`src/design/gpd_pkg.sv`:
```
// ----------------------------------------------------------------------------
// gpd_pkg: shared types and constants of the GF(2) polynomial divider
// Holds the coefficient width, the pipeline stage record and the helpers
// that move words between the fixed field width and the coefficient width.
// ----------------------------------------------------------------------------
package gpd_pkg;

  localparam int unsigned PolyW         = 32;
  localparam int unsigned FieldW        = 32;
  localparam int unsigned WorkW         = 2 * PolyW - 1;
  localparam int unsigned ShiftW        = $clog2(PolyW);
  localparam int unsigned StepsPerStage = 4;
  localparam int unsigned NumDivStages  = (PolyW + StepsPerStage - 1) / StepsPerStage;

  localparam logic [FieldW-1:0] GenReset = FieldW'(11);

  typedef logic [FieldW-1:0] field_t;
  typedef logic [PolyW-1:0]  poly_t;
  typedef logic [WorkW-1:0]  work_t;
  typedef logic [ShiftW-1:0] shift_t;

  // The working value holds the dividend scaled up so that the generator's
  // leading coefficient sits at the top of its own word.
  typedef struct packed {
    work_t  work;
    poly_t  quot;
    poly_t  gen_norm;
    shift_t shift;
    logic   gen_zero;
  } gpd_stage_t;

  function automatic poly_t to_poly(input field_t f);
    poly_t r;
    r = '0;
    for (int i = 0; i < int'(PolyW); i++) begin
      if (i < int'(FieldW)) begin
        r[i] = f[i];
      end
    end
    return r;
  endfunction

  function automatic field_t to_field(input poly_t p);
    field_t r;
    r = '0;
    for (int i = 0; i < int'(FieldW); i++) begin
      if (i < int'(PolyW)) begin
        r[i] = p[i];
      end
    end
    return r;
  endfunction

endpackage

```
`src/design/gpd_in_if.sv`:
```
// ----------------------------------------------------------------------------
// gpd_in_if: dividend request channel
// Valid/ready channel that carries one dividend polynomial per request.
// ----------------------------------------------------------------------------
interface gpd_in_if;
  import gpd_pkg::*;

  logic   valid;
  logic   ready;
  field_t dividend;

  modport source (output valid, output dividend, input ready);
  modport sink   (input valid, input dividend, output ready);
endinterface

```
`src/design/gpd_out_if.sv`:
```
// ----------------------------------------------------------------------------
// gpd_out_if: division result channel
// Valid/ready channel that carries quotient, remainder and the two flags.
// ----------------------------------------------------------------------------
interface gpd_out_if;
  import gpd_pkg::*;

  logic   valid;
  logic   ready;
  field_t quotient;
  field_t remainder;
  logic   remainder_nonzero;
  logic   generator_zero;

  modport source (output valid, output quotient, output remainder,
                  output remainder_nonzero, output generator_zero, input ready);
  modport sink   (input valid, input quotient, input remainder,
                  input remainder_nonzero, input generator_zero, output ready);
endinterface

```
`src/design/gpd_norm.sv`:
```
// ----------------------------------------------------------------------------
// gpd_norm: normalization stage
// Finds the generator's degree and shifts generator and dividend left so
// that the generator's leading coefficient lands on the top bit.
// ----------------------------------------------------------------------------
module gpd_norm (
  input  logic               clk_i,
  input  logic               rst_ni,
  input  logic               valid_i,
  output logic               ready_o,
  input  gpd_pkg::poly_t     dividend_i,
  input  gpd_pkg::poly_t     generator_i,
  output logic               valid_o,
  input  logic               ready_i,
  output gpd_pkg::gpd_stage_t stage_o
);
  import gpd_pkg::*;

  logic       valid_q;
  gpd_stage_t stage_d, stage_q;
  shift_t     deg;

  always_comb begin
    deg = '0;
    for (int i = 0; i < int'(PolyW); i++) begin
      if (generator_i[i]) begin
        deg = ShiftW'(i);
      end
    end
    stage_d.gen_zero = (generator_i == '0);
    stage_d.shift    = stage_d.gen_zero ? '0 : (ShiftW'(PolyW - 1) - deg);
    stage_d.gen_norm = generator_i << stage_d.shift;
    stage_d.work     = WorkW'(dividend_i) << stage_d.shift;
    stage_d.quot     = '0;
  end

  assign ready_o = !valid_q || ready_i;
  assign valid_o = valid_q;
  assign stage_o = stage_q;

  always_ff @(posedge clk_i or negedge rst_ni) begin
    if (!rst_ni) begin
      valid_q <= 1'b0;
    end else if (ready_o) begin
      valid_q <= valid_i;
    end
  end

  always_ff @(posedge clk_i) begin
    if (ready_o && valid_i) begin
      stage_q <= stage_d;
    end
  end

endmodule

```
`src/design/gpd_div_pipe.sv`:
```
// ----------------------------------------------------------------------------
// gpd_div_pipe: long-division pipeline
// Each stage retires a fixed group of quotient bits, top degree first, by
// XORing the normalized generator into the working value.
// ----------------------------------------------------------------------------
module gpd_div_pipe (
  input  logic               clk_i,
  input  logic               rst_ni,
  input  logic               valid_i,
  output logic               ready_o,
  input  gpd_pkg::gpd_stage_t stage_i,
  output logic               valid_o,
  input  logic               ready_i,
  output gpd_pkg::gpd_stage_t stage_o
);
  import gpd_pkg::*;

  logic       valid_q  [NumDivStages];
  gpd_stage_t stage_q  [NumDivStages];
  logic       in_valid [NumDivStages];
  gpd_stage_t in_stage [NumDivStages];
  gpd_stage_t stage_d  [NumDivStages];
  logic       dn_ready [NumDivStages];
  logic       up_ready [NumDivStages];

  for (genvar k = 0; k < int'(NumDivStages); k++) begin : g_stage
    if (k == 0) begin : g_first
      assign in_valid[k] = valid_i;
      assign in_stage[k] = stage_i;
    end else begin : g_mid
      assign in_valid[k] = valid_q[k-1];
      assign in_stage[k] = stage_q[k-1];
    end

    if (k == int'(NumDivStages) - 1) begin : g_last
      assign dn_ready[k] = ready_i;
    end else begin : g_inner
      assign dn_ready[k] = up_ready[k+1];
    end

    assign up_ready[k] = !valid_q[k] || dn_ready[k];

    // Quotient bit q is decided by working bit q + PolyW - 1.
    always_comb begin
      int q;
      stage_d[k] = in_stage[k];
      for (int j = 0; j < int'(StepsPerStage); j++) begin
        q = int'(PolyW) - 1 - k * int'(StepsPerStage) - j;
        if (q >= 0) begin
          if (!stage_d[k].gen_zero && stage_d[k].work[q + int'(PolyW) - 1]) begin
            stage_d[k].work = stage_d[k].work ^ (WorkW'(stage_d[k].gen_norm) << q);
            stage_d[k].quot[q] = 1'b1;
          end
        end
      end
    end

    always_ff @(posedge clk_i or negedge rst_ni) begin
      if (!rst_ni) begin
        valid_q[k] <= 1'b0;
      end else if (up_ready[k]) begin
        valid_q[k] <= in_valid[k];
      end
    end

    always_ff @(posedge clk_i) begin
      if (up_ready[k] && in_valid[k]) begin
        stage_q[k] <= stage_d[k];
      end
    end
  end

  assign ready_o = up_ready[0];
  assign valid_o = valid_q[NumDivStages-1];
  assign stage_o = stage_q[NumDivStages-1];

endmodule

```
`src/design/gpd_denorm.sv`:
```
// ----------------------------------------------------------------------------
// gpd_denorm: result stage
// Shifts the remainder back down, forms the flags and holds the result
// register that faces the output channel.
// ----------------------------------------------------------------------------
module gpd_denorm (
  input  logic               clk_i,
  input  logic               rst_ni,
  input  logic               valid_i,
  output logic               ready_o,
  input  gpd_pkg::gpd_stage_t stage_i,
  output logic               valid_o,
  input  logic               ready_i,
  output gpd_pkg::field_t    quotient_o,
  output gpd_pkg::field_t    remainder_o,
  output logic               remainder_nonzero_o,
  output logic               generator_zero_o
);
  import gpd_pkg::*;

  logic   valid_q;
  work_t  rem_full;
  poly_t  rem_d;
  field_t quotient_q, remainder_q;
  logic   rem_nz_q, gen_zero_q;

  always_comb begin
    rem_full = stage_i.work >> stage_i.shift;
    rem_d    = rem_full[PolyW-1:0];
  end

  assign ready_o = !valid_q || ready_i;

  always_ff @(posedge clk_i or negedge rst_ni) begin
    if (!rst_ni) begin
      valid_q <= 1'b0;
    end else if (ready_o) begin
      valid_q <= valid_i;
    end
  end

  always_ff @(posedge clk_i) begin
    if (ready_o && valid_i) begin
      quotient_q  <= to_field(stage_i.quot);
      remainder_q <= to_field(rem_d);
      rem_nz_q    <= (rem_d != '0);
      gen_zero_q  <= stage_i.gen_zero;
    end
  end

  assign valid_o             = valid_q;
  assign quotient_o          = quotient_q;
  assign remainder_o         = remainder_q;
  assign remainder_nonzero_o = rem_nz_q;
  assign generator_zero_o    = gen_zero_q;

endmodule

```
`src/design/gf2_polynomial_divider.sv`:
```
// ----------------------------------------------------------------------------
// gf2_polynomial_divider: GF(2) polynomial long division
// Divides each dividend by the configured generator polynomial and returns
// quotient, remainder, a nonzero-remainder flag and a zero-generator flag.
//
// Usage:
// The dividend channel takes one request per cycle under valid/ready; the
// result channel returns one result per request, in order.
// The generator register resets to x^3 + x + 1. The user must write it through
// cfg_we_i/cfg_wdata_i only while the block is idle; the block itself does not
// enforce this. A request passes through one normalization stage, eight
// division stages of four quotient bits each, and one output stage.
// Throughput is one request per cycle while the result channel does not stall.
// Reset empties all stages. When the receiver stalls, the pipeline fills
// and holds; dividend ready drops only once every stage is occupied.
// A zero generator returns the dividend as remainder with zero quotient.
// ----------------------------------------------------------------------------
module gf2_polynomial_divider (
  input  logic             clk_i,
  input  logic             rst_ni,
  input  logic             cfg_we_i,
  input  gpd_pkg::field_t  cfg_wdata_i,
  gpd_in_if.sink           dividend_if,
  gpd_out_if.source        result_if
);
  import gpd_pkg::*;

  field_t     gen_q;
  logic       norm_valid, div_valid, div_ready, den_ready;
  gpd_stage_t norm_stage, div_stage;

  always_ff @(posedge clk_i or negedge rst_ni) begin
    if (!rst_ni) begin
      gen_q <= GenReset;
    end else if (cfg_we_i) begin
      gen_q <= cfg_wdata_i;
    end
  end

  gpd_norm u_norm (
    .clk_i       (clk_i),
    .rst_ni      (rst_ni),
    .valid_i     (dividend_if.valid),
    .ready_o     (dividend_if.ready),
    .dividend_i  (to_poly(dividend_if.dividend)),
    .generator_i (to_poly(gen_q)),
    .valid_o     (norm_valid),
    .ready_i     (div_ready),
    .stage_o     (norm_stage)
  );

  gpd_div_pipe u_div_pipe (
    .clk_i   (clk_i),
    .rst_ni  (rst_ni),
    .valid_i (norm_valid),
    .ready_o (div_ready),
    .stage_i (norm_stage),
    .valid_o (div_valid),
    .ready_i (den_ready),
    .stage_o (div_stage)
  );

  gpd_denorm u_denorm (
    .clk_i               (clk_i),
    .rst_ni              (rst_ni),
    .valid_i             (div_valid),
    .ready_o             (den_ready),
    .stage_i             (div_stage),
    .valid_o             (result_if.valid),
    .ready_i             (result_if.ready),
    .quotient_o          (result_if.quotient),
    .remainder_o         (result_if.remainder),
    .remainder_nonzero_o (result_if.remainder_nonzero),
    .generator_zero_o    (result_if.generator_zero)
  );

endmodule

```
`src/flat_wrapper.sv`:
```
// flat-port wrapper written by rule: the top's interface ports become plain ports
module gf2_polynomial_divider_flat import gpd_pkg::*;
  (clk_i, rst_ni, cfg_we_i, cfg_wdata_i, dividend_if_valid, dividend_if_dividend, dividend_if_ready, result_if_valid, result_if_quotient, result_if_remainder, result_if_remainder_nonzero, result_if_generator_zero, result_if_ready);
  gpd_in_if dividend_if_i ();
  gpd_out_if result_if_i ();
  input  logic clk_i;
  input  logic rst_ni;
  input  logic cfg_we_i;
  input  gpd_pkg::field_t cfg_wdata_i;
  input wire logic [$bits(dividend_if_i.valid)-1:0] dividend_if_valid;
  input wire logic [$bits(dividend_if_i.dividend)-1:0] dividend_if_dividend;
  output wire logic [$bits(dividend_if_i.ready)-1:0] dividend_if_ready;
  output wire logic [$bits(result_if_i.valid)-1:0] result_if_valid;
  output wire logic [$bits(result_if_i.quotient)-1:0] result_if_quotient;
  output wire logic [$bits(result_if_i.remainder)-1:0] result_if_remainder;
  output wire logic [$bits(result_if_i.remainder_nonzero)-1:0] result_if_remainder_nonzero;
  output wire logic [$bits(result_if_i.generator_zero)-1:0] result_if_generator_zero;
  input wire logic [$bits(result_if_i.ready)-1:0] result_if_ready;
  assign dividend_if_i.valid = dividend_if_valid;
  assign dividend_if_i.dividend = dividend_if_dividend;
  assign dividend_if_ready = dividend_if_i.ready;
  assign result_if_valid = result_if_i.valid;
  assign result_if_quotient = result_if_i.quotient;
  assign result_if_remainder = result_if_i.remainder;
  assign result_if_remainder_nonzero = result_if_i.remainder_nonzero;
  assign result_if_generator_zero = result_if_i.generator_zero;
  assign result_if_i.ready = result_if_ready;
  gf2_polynomial_divider u_core (.clk_i(clk_i), .rst_ni(rst_ni), .cfg_we_i(cfg_we_i), .cfg_wdata_i(cfg_wdata_i), .dividend_if(dividend_if_i), .result_if(result_if_i));
endmodule
```
`config.mk`:
```
export PLATFORM = sky130hd
export DESIGN_NAME = gf2_polynomial_divider_flat
export DESIGN_NICKNAME = d
export VERILOG_FILES = /design/src/design/gpd_pkg.sv /design/src/design/gpd_in_if.sv /design/src/design/gpd_out_if.sv /design/src/design/gpd_norm.sv /design/src/design/gpd_div_pipe.sv /design/src/design/gpd_denorm.sv /design/src/design/gf2_polynomial_divider.sv /design/src/flat_wrapper.sv
export SDC_FILE = /design/constraint.sdc
export NUM_CORES = 2
export LEC_CHECK = 0
export BUFFER_PORTS_ARGS = -buffer_cell sky130_fd_sc_hd__buf_4
export CELL_PAD_IN_SITES_DETAIL_PLACEMENT = 1
export CELL_PAD_IN_SITES_GLOBAL_PLACEMENT = 2
export CORE_MARGIN = 1
export CORE_UTILIZATION = 40
export DETAILED_ROUTE_END_ITERATION = 8
export PLACE_DENSITY = 0.74
export REMOVE_ABC_BUFFERS = 1
export SLEW_MARGIN = 0
export SYNTH_ARGS = -nofsm -noshare
export SYNTH_HDL_FRONTEND = slang
export SYNTH_HIERARCHICAL = 1
export SYNTH_SLANG_ARGS = --single-unit
```
`constraint.sdc`:
```
create_clock -name clk_i -period 10.7 [get_ports clk_i]
set_input_delay 0 -clock clk_i [delete_from_list [all_inputs] [get_ports clk_i]]
set_output_delay 0 -clock clk_i [all_outputs]
set_load 0.005 [all_outputs]
```
==> summary.md <==
| Metric | Value |
|---|---|
| Hold Vio Cnt, Final | 0 |
| Synthesized area | 60900 um2 |
| Internal | 14000 uW |
| Grt ovf | 0 |
| CP Class | flip-flop to flip-flop |
| Initial antenna violation count | 0 |
| Reg clk slew, reported paths | 50 ps |
| DR WL/cell | 23.0 um |
| Worst skew pair latency | 780 ps |
| Initial DRT Pass Iterations | 5 |
| Setup crit start kind | flip-flop |
| H-tree levels | 4 |
| Critical path capture point type | flip-flop |
| Commonest non-fill, non-tap cell in the layout | edfxtp_1 |
| DIE AREA | 154000 um2 |
| Clock power share | 0.219 |
| Mean Syn Cell Area | 12.9 um2 |
| CP Data Required Time | 11220 ps |
| Share of post-route cells with drive strength above 1 | 0.133 |
| Peak supply drop | 0.000147 V |
| Vias in the first global route | 38600 |
| Sw power | 7670 uW |
| Cell area after layout | 69500 um2 |
| DR vias/cell | 5.15 |
| Placed Area | 63800 um2 |
| Minimum clock period | 4950 ps |
| Clock buffer count from CTS | 139 |
| Total Routing Usage GR | 0.215 |
| First-pass GRT wire length | 248000 um |
| Max Fclk | 202 MHz |
| Crit path from | u_core/gen_q[19] |
| Sw frac | 0.355 |
| Largest net degree at the start of global routing | 121 |
| Starting Density | 0.405 |
| Status | complete, no violations |
| Crit path DAT | 5470 ps |
| DRT iter0 DRCs | 1912 |
| ANT nets after route | 0 |
| Layout Skew | 24.9 ps |
| Worst Hold Slack | 90.8 ps |
| Clk buf depth | 3 |
| GPL Wtd Cong | 0.909 |
| HPWL Detailed | 117000 um |
| CTS tree | yes |
| Setup TNS | 0 ps |
| Setup Fix Bufs, Post-CTS | 0 |
| Via count | 36500 |
| Routed wire length | 163000 um |
| Buffers on Ports | 136 |
| Register share of total power | 0.405 |
| Comb pwr share | 0.376 |
| CTS root buf | clkbuf_16 |
| Worst-path maximum fanout | 33 |
| WL met1 | 67100 um |
| Core Area | 150000 um2 |
| RSZ-0062 raised after global routing | false |
| Hold crit path type | input port to flip-flop |
| DR WL met3 | 4830 um |
| R2r startpoint | u_core/gen_q[19] |
| Power Dens Cells | 311 nW/um2 |
| Clk sinks | 1241 |
| Final Cycle Share | 0.463 |
| Slew HR | 0.231 |
| Worst-Margin Slew | 1150 ps |
| Post-CTS Resized | 0 |
| Die X | 392 um |
| Uppermost layer routed | met4 |
| Most frequent cells in the layout | edfxtp_1, nand2_1, xnor2_1, buf_4 |
| Layout area overhead | 14.2% |
| Syn Inst Count | 4726 |
| # DRC | 0 |
| Met2 WL post-DR | 86700 um |
| Die height | 392 um |
| Nets | 5029 |
| Max Cap Violations | 0 |
| Worst Hold Launch | dividend_if_dividend[11] |
| Number of diodes | 0 |
| Hold_buf cts | 119 |
| Ports | 137 |
| Lkg Pwr | 0.0240 uW |
| YS warnings | 6 |
| # setup viols final | 0 |
| FP Rows | 142 |
| Max-slew violations | 0 |
[cell type report]
class                           count  area [um2]
Timing Repair Buffer              318        2720
Clock inverter                     82         906
Fill cell                       15400       81000
Inverter                           49         186
Sequential cell                  1241       37100
Clock buffer                      168        3660
Tap cell                         2016        2520
Multi-Input combinational cell   3211       22500
[power groups by stage]
stage          clock (uW)  combinational, uW  sequential (uW)
5_1_grt              5010               8890             8930
4_1_cts              4870               8280             8810
3_3_place_gp            0               8110             8830
3_5_place_dp            0               8220             8900
2_1_floorplan           0               5920             8530
6_report             4730               8140             8770
[critical path, stage by stage, from the launching register on]
cell and delay, ps:
dfrtp_1 470, nor4_1 390, o311ai_0 210, a21oi_1 350, o2111ai_4 150, buf_4 310
buf_4 340, nor2_1 700, nand3_1 160, dlygate4sd3_1 600, nand3_1 120, dlygate4sd3_1 600
nand2_1 60, and3_1 210
[sequential cells by signal, summed over array words and instances, names as in the netlist]
signal and cells:
u_core/u_div_pipe/stage_q 1032, u_core/u_norm/stage_o 101, u_core/gen_q 32, u_core/u_denorm/quotient_o 32, u_core/u_denorm/remainder_o 32, u_core/u_div_pipe/in_valid 7
u_core/u_denorm/generator_zero_o 1, u_core/u_denorm/remainder_nonzero_o 1, u_core/u_denorm/valid_o 1, u_core/u_div_pipe/valid_o 1, u_core/u_norm/valid_o 1
[routing by layer]
layer	global-route usage	up-vias
met1	0.254	18500
met4	0.0665	0
li1	-	17100
met3	0.0304	235
met5	0	-
met2	0.400	597
[final timing paths]
kind / to / slack, ps / depth (start not counted)
worst max-delay path: u_core/u_norm/stage_o[82] / 5750 / 13
worst min-delay path: u_core/u_norm/stage_o[110] / 90 / 6
worst max register to register: u_core/u_norm/stage_o[82] / 5750 / 13
worst min register to register: u_core/u_div_pipe/stage_q[1][511] / 400 / 0
max in group asynchronous: u_core/u_div_pipe/in_valid[0] / 10130 / 4
min in group asynchronous: u_core/gen_q[0] / 300 / 3
[stage by stage]
| step | total power [uW] | instances | utilization | setup slack, ps |
|---|---|---|---|---|
| after global placement | 16900 | 6716 | 0.424 | 5890 |
| after CTS | 22000 | 7085 | 0.462 | 5690 |
| after detailed placement | 17100 | 6716 | 0.424 | 5870 |
| after global routing | 22800 | 7085 | 0.462 | 5500 |
| after floorplan | 14500 | 4501 | - | -314 |
| final | 21600 | 7085 | 0.462 | 5750 |
No activity file was read; power rests on OpenSTA's default activity.
